$ cat config.mk
export PLATFORM = sky130hd
export DESIGN_NAME = three_button_press_controller_core_flat
export DESIGN_NICKNAME = d
export VERILOG_FILES = /design/src/tbpc_pkg.sv /design/src/tbpc_in_if.sv /design/src/tbpc_out_if.sv /design/src/three_button_press_controller_core.sv /design/src/flat_wrapper.sv
export SDC_FILE = /design/constraint.sdc
export NUM_CORES = 1
export LEC_CHECK = 0
export ABC_CLOCK_PERIOD_IN_PS = 5100
export BUFFER_PORTS_ARGS = -buffer_cell sky130_fd_sc_hd__buf_2
export CORE_MARGIN = 4
export CORE_UTILIZATION = 56
export CTS_CLUSTER_DIAMETER = 150
export DETAILED_ROUTE_END_ITERATION = 10
export GPL_ROUTABILITY_DRIVEN = 1
export PLACE_DENSITY = 0.81
export SETUP_SLACK_MARGIN = 0.05
export SLEW_MARGIN = 25
export SYNTH_ARGS = -nofsm -noshare
export SYNTH_HDL_FRONTEND = slang
export SYNTH_SLANG_ARGS = --single-unit
$ cat constraint.sdc
create_clock -name clk_i -period 5.1 [get_ports clk_i]
set_input_delay 1.275 -clock clk_i [delete_from_list [all_inputs] [get_ports clk_i]]
set_output_delay 1.275 -clock clk_i [all_outputs]
set_load 0.02 [all_outputs]
$ cat src/tbpc_pkg.sv
// tbpc_pkg: types, constants and the mode wrap table for the button press controller
// no dependencies; used by the item interfaces and the core
`timescale 1ns / 1ps

package tbpc_pkg;

  localparam int unsigned MODE_COUNT = 25;

  localparam int unsigned ModeW   = 5;
  localparam int unsigned HueW    = 8;
  localparam int unsigned BrightW = 8;
  localparam int unsigned TimeW   = 32;
  localparam int unsigned CfgW    = 16;
  localparam int unsigned CfgIdxW = 3;
  localparam int unsigned ModeTabN = 2 ** ModeW;

  localparam logic [TimeW-1:0]   LedLongMs    = 32'd2000;
  localparam logic [TimeW-1:0]   LedShortMs   = 32'd1000;
  localparam logic [HueW-1:0]    HueStep      = 8'd16;
  localparam logic [HueW-1:0]    HueHalf      = 8'd128;
  localparam logic [BrightW:0]   BrightStep   = 9'd25;
  localparam logic [BrightW:0]   BrightMod    = 9'd255;
  localparam logic [BrightW-1:0] BrightMin    = 8'd12;

  localparam logic [CfgW-1:0]    LongPressRst = 16'd3000;
  localparam logic [CfgW-1:0]    MinPressRst  = 16'd50;
  localparam logic [CfgW-1:0]    LockoutRst   = 16'd300;
  localparam logic [ModeW-1:0]   StartModeRst = 5'd0;
  localparam logic [HueW-1:0]    StartHueRst  = 8'd0;
  localparam logic [BrightW-1:0] StartBrtRst  = 8'd128;
  localparam logic               StartCliRst  = 1'b0;

  typedef enum logic [CfgIdxW-1:0] {
    CfgLongPress  = 3'd0,
    CfgMinPress   = 3'd1,
    CfgLockout    = 3'd2,
    CfgStartMode  = 3'd3,
    CfgStartHue   = 3'd4,
    CfgStartBrt   = 3'd5,
    CfgStartCli   = 3'd6
  } cfg_idx_e;

  typedef struct packed {
    logic [TimeW-1:0] now_ms;
    logic             mode_level;
    logic             color_level;
    logic             bright_level;
  } in_item_t;

  typedef struct packed {
    logic [ModeW-1:0]   mode_value;
    logic [HueW-1:0]    primary_hue;
    logic [HueW-1:0]    secondary_hue;
    logic [BrightW-1:0] bright_value;
    logic               client_mode;
    logic               short_press_event;
    logic               long_press_event;
    logic               color_step_event;
    logic               bright_step_event;
    logic [TimeW-1:0]   mode_led_off_ms;
    logic [TimeW-1:0]   color_led_off_ms;
    logic [TimeW-1:0]   bright_led_off_ms;
  } out_item_t;

  typedef logic [ModeTabN-1:0][ModeW-1:0] mode_tab_t;

  // entry m holds (m + 1) mod MODE_COUNT
  function automatic mode_tab_t build_mode_tab();
    mode_tab_t tab;
    int unsigned cnt;
    cnt = 1;
    for (int unsigned i = 0; i < ModeTabN; i++) begin
      tab[i] = ModeW'(cnt);
      cnt = (cnt == MODE_COUNT - 1) ? 0 : cnt + 1;
    end
    return tab;
  endfunction

  localparam mode_tab_t ModeNextTab = build_mode_tab();

endpackage

$ cat src/tbpc_in_if.sv
// tbpc_in_if: valid/ready channel carrying one button sample item
// depends on tbpc_pkg
`timescale 1ns / 1ps

interface tbpc_in_if;
  logic              valid;
  logic              ready;
  tbpc_pkg::in_item_t data;

  modport source (output valid, output data, input ready);
  modport sink   (input valid, input data, output ready);
endinterface

$ cat src/tbpc_out_if.sv
// tbpc_out_if: valid/ready channel carrying one result item
// depends on tbpc_pkg
`timescale 1ns / 1ps

interface tbpc_out_if;
  logic               valid;
  logic               ready;
  tbpc_pkg::out_item_t data;

  modport source (output valid, output data, input ready);
  modport sink   (input valid, input data, output ready);
endinterface

$ cat src/three_button_press_controller_core.sv
// three_button_press_controller_core: mode / colour / brightness button handling
// depends on tbpc_pkg, tbpc_in_if and tbpc_out_if
`timescale 1ns / 1ps

// channel   dir  handshake     payload
// in_i      in   valid/ready   now_ms, mode_level, color_level, bright_level
// out_o     out  valid/ready   mode, hues, brightness, client flag, events, led off times
// cfg_*     in   write enable  register index, 16-bit data
//
// an item is held in the input register, then its result sits in the output register
// one item per cycle sustained while the output is taken; the state update is a single pass
// reset clears both valid flags and loads the register reset values and state presets
// a stalled output holds its item; the input register still advances when it is taken

module three_button_press_controller_core (
  input  logic                          clk_i,
  input  logic                          rst_ni,
  tbpc_in_if.sink                       in_i,
  tbpc_out_if.source                    out_o,
  input  logic                          cfg_we_i,
  input  logic [tbpc_pkg::CfgIdxW-1:0]  cfg_idx_i,
  input  logic [tbpc_pkg::CfgW-1:0]     cfg_data_i
);

  logic                 in_valid_q;
  tbpc_pkg::in_item_t   in_q;
  logic                 out_valid_q;
  tbpc_pkg::out_item_t  res_q, res_d;
  logic                 advance;

  logic [tbpc_pkg::CfgW-1:0]    long_q, long_d, min_q, min_d, lock_q, lock_d;
  logic [tbpc_pkg::ModeW-1:0]   smode_q, smode_d, mode_q, mode_d;
  logic [tbpc_pkg::HueW-1:0]    shue_q, shue_d, hue_q, hue_d;
  logic [tbpc_pkg::BrightW-1:0] sbrt_q, sbrt_d, brt_q, brt_d;
  logic                         scli_q, scli_d, cli_q, cli_d;
  logic                         held_q, held_d;
  logic [tbpc_pkg::TimeW-1:0]   start_q, start_d;
  logic [tbpc_pkg::TimeW-1:0]   lmode_q, lmode_d, lcol_q, lcol_d, lbrt_q, lbrt_d;
  logic [tbpc_pkg::TimeW-1:0]   led0_q, led0_d, led1_q, led1_d, led2_q, led2_d;

  logic [tbpc_pkg::TimeW-1:0]   dur, dt_mode, dt_col, dt_brt;
  logic [tbpc_pkg::TimeW-1:0]   long_x, min_x, lock_x;
  logic [tbpc_pkg::BrightW:0]   brt_sum, brt_mod;
  logic                         ev_short, ev_long, ev_col, ev_brt, skip;

  assign advance     = in_valid_q && (!out_valid_q || out_o.ready);
  assign in_i.ready  = !in_valid_q || advance;
  assign out_o.valid = out_valid_q;
  assign out_o.data  = res_q;

  assign long_x  = tbpc_pkg::TimeW'(long_q);
  assign min_x   = tbpc_pkg::TimeW'(min_q);
  assign lock_x  = tbpc_pkg::TimeW'(lock_q);
  assign dur     = in_q.now_ms - start_q;
  assign dt_mode = in_q.now_ms - lmode_q;
  assign dt_col  = in_q.now_ms - lcol_q;
  assign dt_brt  = in_q.now_ms - lbrt_q;
  assign brt_sum = {1'b0, brt_q} + tbpc_pkg::BrightStep;
  assign brt_mod = (brt_sum >= tbpc_pkg::BrightMod) ? brt_sum - tbpc_pkg::BrightMod : brt_sum;

  always_comb begin
    long_d  = long_q;
    min_d   = min_q;
    lock_d  = lock_q;
    smode_d = smode_q;
    shue_d  = shue_q;
    sbrt_d  = sbrt_q;
    scli_d  = scli_q;
    mode_d  = mode_q;
    hue_d   = hue_q;
    brt_d   = brt_q;
    cli_d   = cli_q;
    held_d  = held_q;
    start_d = start_q;
    lmode_d = lmode_q;
    lcol_d  = lcol_q;
    lbrt_d  = lbrt_q;
    led0_d  = led0_q;
    led1_d  = led1_q;
    led2_d  = led2_q;
    ev_short = 1'b0;
    ev_long  = 1'b0;
    ev_col   = 1'b0;
    ev_brt   = 1'b0;
    skip     = 1'b0;

    if (advance) begin
      if (in_q.mode_level) begin
        if (!held_q) begin
          held_d  = 1'b1;
          start_d = in_q.now_ms;
        end else if (dur >= long_x) begin
          cli_d   = !cli_q;
          led0_d  = in_q.now_ms + tbpc_pkg::LedLongMs;
          held_d  = 1'b0;
          ev_long = 1'b1;
          skip    = 1'b1;
        end
      end else if (held_q) begin
        if (dur < long_x && dur > min_x && dt_mode > lock_x) begin
          mode_d   = tbpc_pkg::ModeNextTab[mode_q];
          led0_d   = in_q.now_ms + tbpc_pkg::LedShortMs;
          lmode_d  = in_q.now_ms;
          ev_short = 1'b1;
        end
        held_d = 1'b0;
      end

      if (!skip) begin
        if (in_q.color_level && dt_col > lock_x) begin
          hue_d  = hue_q + tbpc_pkg::HueStep;
          led1_d = in_q.now_ms + tbpc_pkg::LedShortMs;
          lcol_d = in_q.now_ms;
          ev_col = 1'b1;
        end
        if (in_q.bright_level && dt_brt > lock_x) begin
          brt_d  = (brt_mod[tbpc_pkg::BrightW-1:0] < tbpc_pkg::BrightMin) ?
                   tbpc_pkg::BrightMin : brt_mod[tbpc_pkg::BrightW-1:0];
          led2_d = in_q.now_ms + tbpc_pkg::LedShortMs;
          lbrt_d = in_q.now_ms;
          ev_brt = 1'b1;
        end
      end
    end

    res_d.mode_value        = mode_d;
    res_d.primary_hue       = hue_d;
    res_d.secondary_hue     = hue_d + tbpc_pkg::HueHalf;
    res_d.bright_value      = brt_d;
    res_d.client_mode       = cli_d;
    res_d.short_press_event = ev_short;
    res_d.long_press_event  = ev_long;
    res_d.color_step_event  = ev_col;
    res_d.bright_step_event = ev_brt;
    res_d.mode_led_off_ms   = led0_d;
    res_d.color_led_off_ms  = led1_d;
    res_d.bright_led_off_ms = led2_d;

    if (cfg_we_i) begin
      case (tbpc_pkg::cfg_idx_e'(cfg_idx_i))
        tbpc_pkg::CfgLongPress: long_d = cfg_data_i;
        tbpc_pkg::CfgMinPress:  min_d  = cfg_data_i;
        tbpc_pkg::CfgLockout:   lock_d = cfg_data_i;
        tbpc_pkg::CfgStartMode: begin
          smode_d = cfg_data_i[tbpc_pkg::ModeW-1:0];
          mode_d  = cfg_data_i[tbpc_pkg::ModeW-1:0];
        end
        tbpc_pkg::CfgStartHue: begin
          shue_d = cfg_data_i[tbpc_pkg::HueW-1:0];
          hue_d  = cfg_data_i[tbpc_pkg::HueW-1:0];
        end
        tbpc_pkg::CfgStartBrt: begin
          sbrt_d = cfg_data_i[tbpc_pkg::BrightW-1:0];
          brt_d  = cfg_data_i[tbpc_pkg::BrightW-1:0];
        end
        tbpc_pkg::CfgStartCli: begin
          scli_d = cfg_data_i[0];
          cli_d  = cfg_data_i[0];
        end
        default: ;
      endcase
    end
  end

  always_ff @(posedge clk_i or negedge rst_ni) begin
    if (!rst_ni) begin
      in_valid_q  <= 1'b0;
      out_valid_q <= 1'b0;
      long_q  <= tbpc_pkg::LongPressRst;
      min_q   <= tbpc_pkg::MinPressRst;
      lock_q  <= tbpc_pkg::LockoutRst;
      smode_q <= tbpc_pkg::StartModeRst;
      shue_q  <= tbpc_pkg::StartHueRst;
      sbrt_q  <= tbpc_pkg::StartBrtRst;
      scli_q  <= tbpc_pkg::StartCliRst;
      mode_q  <= tbpc_pkg::StartModeRst;
      hue_q   <= tbpc_pkg::StartHueRst;
      brt_q   <= tbpc_pkg::StartBrtRst;
      cli_q   <= tbpc_pkg::StartCliRst;
      held_q  <= 1'b0;
      start_q <= '0;
      lmode_q <= '0;
      lcol_q  <= '0;
      lbrt_q  <= '0;
      led0_q  <= '0;
      led1_q  <= '0;
      led2_q  <= '0;
    end else begin
      if (in_i.ready) begin
        in_valid_q <= in_i.valid;
      end
      if (advance) begin
        out_valid_q <= 1'b1;
      end else if (out_o.ready) begin
        out_valid_q <= 1'b0;
      end
      long_q  <= long_d;
      min_q   <= min_d;
      lock_q  <= lock_d;
      smode_q <= smode_d;
      shue_q  <= shue_d;
      sbrt_q  <= sbrt_d;
      scli_q  <= scli_d;
      mode_q  <= mode_d;
      hue_q   <= hue_d;
      brt_q   <= brt_d;
      cli_q   <= cli_d;
      held_q  <= held_d;
      start_q <= start_d;
      lmode_q <= lmode_d;
      lcol_q  <= lcol_d;
      lbrt_q  <= lbrt_d;
      led0_q  <= led0_d;
      led1_q  <= led1_d;
      led2_q  <= led2_d;
    end
  end

  // payload registers
  always_ff @(posedge clk_i) begin
    if (in_i.valid && in_i.ready) begin
      in_q <= in_i.data;
    end
    if (advance) begin
      res_q <= res_d;
    end
  end

  // a long press skips the other buttons and never coincides with a short press
  assert property (@(posedge clk_i) disable iff (!rst_ni)
    out_valid_q && res_q.long_press_event |->
      !res_q.short_press_event && !res_q.color_step_event && !res_q.bright_step_event)
    else $error("long press event alongside another event");

  // a processed item always lands in the output register
  assert property (@(posedge clk_i) disable iff (!rst_ni)
    advance |=> out_valid_q)
    else $error("processed item lost");

  // a stalled result is never overwritten
  assert property (@(posedge clk_i) disable iff (!rst_ni)
    out_valid_q && !out_o.ready |=> out_valid_q && $stable(res_q))
    else $error("stalled result changed");

  // apart from a config write, the client flag only moves on a long press
  assert property (@(posedge clk_i) disable iff (!rst_ni)
    advance && !cfg_we_i && (cli_d != cli_q) |-> ev_long)
    else $error("client flag changed without long press");

endmodule
$ cat src/flat_wrapper.sv
// flat-port wrapper written by rule: the top's interface ports become plain ports
module three_button_press_controller_core_flat 
  (clk_i, rst_ni, cfg_we_i, cfg_idx_i, cfg_data_i, in_i_valid, in_i_data, in_i_ready, out_o_valid, out_o_data, out_o_ready);
  tbpc_in_if in_i_i ();
  tbpc_out_if out_o_i ();
  input  logic clk_i;
  input  logic rst_ni;
  input  logic cfg_we_i;
  input  logic [tbpc_pkg::CfgIdxW-1:0] cfg_idx_i;
  input  logic [tbpc_pkg::CfgW-1:0] cfg_data_i;
  input wire logic [$bits(in_i_i.valid)-1:0] in_i_valid;
  input wire logic [$bits(in_i_i.data)-1:0] in_i_data;
  output wire logic [$bits(in_i_i.ready)-1:0] in_i_ready;
  output wire logic [$bits(out_o_i.valid)-1:0] out_o_valid;
  output wire logic [$bits(out_o_i.data)-1:0] out_o_data;
  input wire logic [$bits(out_o_i.ready)-1:0] out_o_ready;
  assign in_i_i.valid = in_i_valid;
  assign in_i_i.data = in_i_data;
  assign in_i_ready = in_i_i.ready;
  assign out_o_valid = out_o_i.valid;
  assign out_o_data = out_o_i.data;
  assign out_o_i.ready = out_o_ready;
  three_button_press_controller_core u_core (.clk_i(clk_i), .rst_ni(rst_ni), .in_i(in_i_i), .out_o(out_o_i), .cfg_we_i(cfg_we_i), .cfg_idx_i(cfg_idx_i), .cfg_data_i(cfg_data_i));
endmodule
* Yosys cells after proc, flatten, opt, wreduce, memory -nomap -nowiden
Memory sizes are Yosys's and may differ from the RTL's.
Index checks and enable logic that the tools add are counted.
** Word-level totals
- Word-level logic and storage cells :: 132
- Memory bits (read-only) :: 160
- Memories :: 1
- Register bits :: 462
- Output and inout bits :: 132
** Cells by class
- Order comparisons :: 9
- Reductions and logical operators :: 21
- Equality and inequality tests :: 6
- Add/subtract/negate cells :: 10
- Muxes and demuxes :: 49
- Bitwise gates (word level) :: 3
** Memory list
- (no name shown) :: depth 32, bits a word 5, rd ports 1, clocked after memory_dff 0, wr ports 0, line three_button_press_controller_core.sv:101 : mode_d = tbpc_pkg::ModeNextTab[mode_q];
** Operator list (number)
- $mux 32 :: 12
- $gt 32x16->1 :: 4
- $sub 32x32->32 :: 4
- $mux 8 :: 12
- $mux 5 :: 7
- $add 32x10->32 const B :: 1
- $add 32x11->32 const B :: 1
- $ge 32x16->1 :: 1
- $lt 32x16->1 :: 1
- $mux 1 :: 18
- $add 8x5->9 const B :: 1
- $eq 3x3->1 const B :: 3
- $ge 9x8->1 const B :: 1
- $reduce_and 3->1 :: 3
- $add 8x5->8 const B :: 1
- $add 8x8->8 const B :: 1
- $lt 8x4->1 const B :: 1
- $sub 8x8->8 const B :: 1
- $eq 3x2->1 const B :: 2
- $logic_and 1x1->1 :: 6
- $lt 5x6->1 const B :: 1
- $reduce_and 2->1 :: 3
- $reduce_and 4->1 :: 1
- $eq 3x1->1 const B :: 1
- 6 further kinds :: 11

* Longest topological paths before layout
- Depth after elaboration :: 10
- Depth in mapped cells :: 27
- Gate-level depth less buffers :: 25

* Worst setup path before layout
No wires, ideal clock.
- Path type :: register -> register
- From :: register u_core.in_q[3] (netlist bit)
- To :: register u_core.res_q, in the netlist u_core.out_o.data[79] (data pin)
- Stages on the path, launching flop included :: 26
- Data required time :: 4.840 ns
- Setup slack :: -0.328 ns
- Period minus slack after synthesis :: 5.428 ns
- Setup time :: 0.260 ns
- Arrival time :: 5.168 ns
- Buffers on the path :: 0
- Path through :: edfxtp_1 > inv_1 > ha_1 > inv_1 > fa_1 > a211oi_2 > nor2_1 > o21a_1 > nor2_1 > o21ai_0 > a21oi_1 > o21bai_1 > a31oi_1 > xnor2_1 > ha_1 > nand4_1 > nor3_1 > and4_1 > nor3b_1 > a2111oi_0 > nand4_1 > or4b_4 > o2111ai_4 > inv_2 > a221o_1 > a22o_1
** On the way
- Cells in the longest elaborated chain, start to end :: 8
- Elaborated cells between the ends (all ways) :: 16
- Those cells by class :: add/sub (4); order compare (4); mux (6); reduce/logical (2)
** RTL lines
- from (decl) :: line three_button_press_controller_core.sv:26 : tbpc_pkg::in_item_t in_q;
- from (signal assigned) :: line three_button_press_controller_core.sv:222 : in_q <= in_i.data;
- $sub 32x32->32 :: line three_button_press_controller_core.sv:54 : assign dur = in_q.now_ms - start_q;
- $lt 32x16->1 or $gt 32x16->1 (tied branches) :: line three_button_press_controller_core.sv:100 : if (dur < long_x && dur > min_x && dt_mode > lock_x) begin
- $logic_and 1x1->1 (2 in series) :: line three_button_press_controller_core.sv:100
- $mux 32 :: line three_button_press_controller_core.sv:100
- $mux 32 :: line three_button_press_controller_core.sv:99 : end else if (held_q) begin
- $mux 32 (*) :: line three_button_press_controller_core.sv:88 : if (in_q.mode_level) begin
- $mux 32 (*) :: line three_button_press_controller_core.sv:87 : if (advance) begin
- via u_core.led0_d (one bit) :: line three_button_press_controller_core.sv:39 : logic [tbpc_pkg::TimeW-1:0] led0_q, led0_d, led1_q, led1_d, led2_q, led2_d;
- to (signal assigned) :: line three_button_press_controller_core.sv:225 : res_q <= res_d;
- to (decl) :: line three_button_press_controller_core.sv:28 : tbpc_pkg::out_item_t res_q, res_d;
The timed path passes the listed nets; every way through them passes the cells marked *.
A chain may end at the register's enable or synchronous reset.

* Worst setup path in the final report
- From :: register u_core.in_q[3] (netlist bit)
- To :: register u_core.led0_q[27] (netlist bit)
** On the way
- Cells in the longest elaborated chain, start to end :: 8
- Elaborated cells between the ends (all ways) :: 16
- Those cells by class :: add/sub (4); order compare (4); mux (6); reduce/logical (2)
** RTL lines
- $sub 32x32->32 :: line three_button_press_controller_core.sv:54
- $lt 32x16->1 or $gt 32x16->1 (tied branches) :: line three_button_press_controller_core.sv:100
- $logic_and 1x1->1 (2 in series) :: line three_button_press_controller_core.sv:100
- $mux 32 :: line three_button_press_controller_core.sv:100
- $mux 32 :: line three_button_press_controller_core.sv:99
- $mux 32 (*) :: line three_button_press_controller_core.sv:88
- $mux 32 (*) :: line three_button_press_controller_core.sv:87
- via u_core.led0_d (one bit) :: line three_button_press_controller_core.sv:39
- to (signal assigned) :: line three_button_press_controller_core.sv:213 : led0_q <= led0_d;
- to (decl) :: line three_button_press_controller_core.sv:39
Marked as above.

==> summary.txt <==
Outcome
  • Status: complete, but fails checks
  • Failing checks: negative setup slack

Place
  • Dpl cell area: 32690 um^2
  • IO buf count: 190
  • Placer Congestion: 1.017
  • Post-DP HPWL: 73020 um

Setup path
  • Critical path endpoint: u_core.led0_q[27]$_DFF_PN0_
  • Worst setup path category: reg2reg
  • FF-to-FF path depth: 30
  • Setup slack on the worst flop-to-flop path: -630 ps
  • Crit start category: flip-flop
  • Slowest CP cell: or4b_4
  • Reg-to-Reg End: u_core.led0_q[27]$_DFF_PN0_
  • Worst path most repeated cell: buf_4
  • Crit path from: u_core.in_q[3]$_DFFE_PP_
  • Arrival time at the worst endpoint: 6290 ps
  • CP required: 5660 ps
  • Worst path max stage delay: 550 ps
  • Reg2reg start: u_core.in_q[3]$_DFFE_PP_
  • CP Capture Type: flip-flop
  • Critical-path maximum fanout: 8

Detailed routing
  • DR WL/cell: 25.72 um
  • # DRC: 0
  • DR iter-0 viols: 3699
  • Via count: 28600
  • Drt first pass iters: 9
  • Vias/cell: 6.617
  • Routed wire length: 111100 um
  • Detail Route Antenna Nets: 0

Power
  • PD cells: 458.1 nW/um^2
  • Lkg Pwr: 16.51 nW
  • Sequential Power Share: 0.301
  • Int Power: 10.47 mW
  • Comb power frac: 0.471
  • Switching Fraction: 0.3946
  • P_sw: 6.827 mW
  • Clock power share: 0.228
  • Peak VDD IR: 416.4 uV

Clocking
  • H-tree depth: 2
  • CTS Sinks: 455
  • Later-pin clock latency in the skew report: 620 ps
  • CTS tree: done
  • Reg clk slew, reported paths: 70 ps
  • Max Buffers Root-to-Sink: 3
  • CTS root buf: clkbuf_16
  • Num CTS Buffers: 49

Die
  • Die area: 54610 um^2
  • Site row count: 82
  • DIE WIDTH: 233.7 um
  • Core area: 50270 um^2
  • Die H: 233.7 um
  • IO Pins: 191
  • Initial core utilization: 0.5674

Timing
  • Tightest Pin Transition: 1217 ps
  • Final hold violation count: 0
  • Crit share post-route: 1.124
  • Final slew viol count: 0
  • Setup TNS: -99270 ps
  • Post-route minimum period: 5731 ps
  • PnR worst setup slack: -631.0 ps
  • Setup-failing EPs final: 323
  • RSZ-0062 raised after global routing: yes
  • WHS: 453.4 ps
  • Slew HR: 0.1773
  • Clk_skew: 25.70 ps
  • Max Freq: 174.5 MHz

Synth
  • Ys async rst share: 0.6527
  • Post-synthesis register bit count: 455
  • YS warnings: 0
  • Synth Flop Type: dfrtp_1
  • Number of synthesized flops with an enable pin: 158
  • Seq/Total Area, Yosys: 0.4275
  • Cells after Synth: 3025
  • Syn nets: 3300
  • Yosys cell types: 107
  • Synth Cell Area: 28520 um^2
  • Yosys top cell area share: 0.2474
  • Leading post-synthesis cells by cell area: dfrtp_1 25%, edfxtp_1 17%, ha_1 9.3%, o21ai_0 4.7%, nand2_1 3.9%
  • Leading area contributor after synthesis: dfrtp_1
  • Mean Syn Cell Area: 9.430 um^2

GRT
  • Antenna violations before repair: 0
  • First-pass GRT wire length: 160700 um
  • Grt total ovfl: 0
  • Pin count of the biggest net entering global routing: 112
  • Vias in the first global route: 27300
  • Overall global routing resource usage: 0.3811

Cells and area
  • Antenna Cells: 0
  • Post-layout util: 0.7511
  • Nets: 3884
  • Synth-to-Final Area Change: 32.38%
  • Fraction of layout cells with a size suffix above 1: 0.3132
  • Commonest non-fill, non-tap cells in the layout: 392 x buf_4, 282 x dfrtp_1, 264 x nand2_1, 231 x inv_1, 207 x o21ai_0
  • Design Area, Final: 37760 um^2
  • Most common library cell in the layout ignoring fill and taps: buf_4

Hold path
  • Min-delay worst type: reg2reg

Flow run
  • Max-cap viol count: 0
power by group through the flow:
stage	combinational, mW	clock (mW)	sequential (mW)
floorplan	4.22	0	5.23
global placement	6.63	0	5.13
detailed placement	6.90	0	5.17
CTS	7.59	3.94	5.14
global route	8.70	4.11	5.26
finish	8.14	3.95	5.21
sequential cells by signal, summed over array words and instances, names as in the netlist, 32 cells and up:
| register | count |
|---|---|
| u_core.start_q | 32 |
| u_core.led0_q | 32 |
| u_core.lbrt_q | 32 |
| u_core.in_q | 35 |
| u_core.out_o.data | 123 |
| u_core.led1_q | 32 |
| u_core.led2_q | 32 |
| u_core.lmode_q | 32 |
| u_core.lcol_q | 32 |
critical path: cells and delay by family (launching register included):
family	cells	cell delay [ps]
buf+inv	12	1510
xor+xnor	1	60
flops	1	440
simple gates	6	1050
fa+ha+maj	3	820
compound gates	8	1780
kinds of logic (layout without fill, tap and decap cells):
group,count (synthesis),count (layout),share of synthesized area
buffers and inverters,386,1008,0.05470
multiplexers,97,97,0.03821
adder cells (fa/ha/maj),216,216,0.09580
AND/OR/NAND/NOR,881,884,0.1528
AO/OA/AOI/OAI,883,883,0.1981
flip-flops,455,455,0.4275
XOR/XNOR,107,107,0.03285
layout make-up:
type | instances | area [um^2]
multi-input cells | 2187 | 16460
inverters | 237 | 899.6
flip-flops and latches | 455 | 12200
clock buffers | 61 | 1323
repair buffers | 679 | 5595
well taps | 672 | 840.8
clock inverters | 31 | 446.7
fillers | 3226 | 12510
metrics by stage:
stage          cells  setup slack [ps]  power [mW]
6_report        4322            -631.0       17.30
5_1_grt         4322            -814.0       18.07
3_3_place_gp    4111            -543.5       11.76
3_5_place_dp    4111            -736.3       12.07
4_1_cts         4300            -453.2       16.68
2_1_floorplan   3025            -64.01       9.453
synth_stat cells, types with 48 or more instances:
master,count
ha_1,212
o21ai_0,266
a21o_1,48
a21oi_1,177
dfrtp_1,282
inv_1,235
nand3_1,116
nand4_1,56
nand2_1,297
o21ai_1,58
edfxtp_1,158
xnor2_1,66
nor2_1,153
clkbuf_1,81
layer usage:
layer | vias up | share of wire | wire length (um) | GRT usage
met1 | 13700 | 0.38 | 42360 | 0.5162
met2 | 2056 | 0.43 | 48170 | 0.5774
met4 | 4 | 0.078 | 8705 | 0.2117
met3 | 581 | 0.11 | 11830 | 0.07341
met5 | - | 0.00070 | 78 | 0
li1 | 12250 | - | - | -
how the worst min path moves through the flow:
stage / startpoint / endpoint / cells after the start
finish: u_core.hue_q[2]$_DFFE_PN0P_ / u_core.out_o.data[111]$_DFFE_PP_ / 0
global route: u_core.hue_q[3]$_DFFE_PN0P_ / u_core.out_o.data[112]$_DFFE_PP_ / 0
CTS: u_core.hue_q[2]$_DFFE_PN0P_ / u_core.out_o.data[111]$_DFFE_PP_ / 0
detailed placement: u_core.hue_q[2]$_DFFE_PN0P_ / u_core.out_o.data[111]$_DFFE_PP_ / 0
global placement: u_core.hue_q[0]$_DFFE_PN0P_ / u_core.out_o.data[109]$_DFFE_PP_ / 0
floorplan: u_core.hue_q[0]$_DFFE_PN0P_ / u_core.out_o.data[109]$_DFFE_PP_ / 0
timing repair:
action / CTS / global route
setup endpoints to repair: 328 / 329
gates resized for setup: 393 / 119
hold buffers: 0 / 0
pin swaps: 142 / 85
setup buffers: 81 / 29
cloned: 17 / 4
Power figures use the tool's default switching activity.
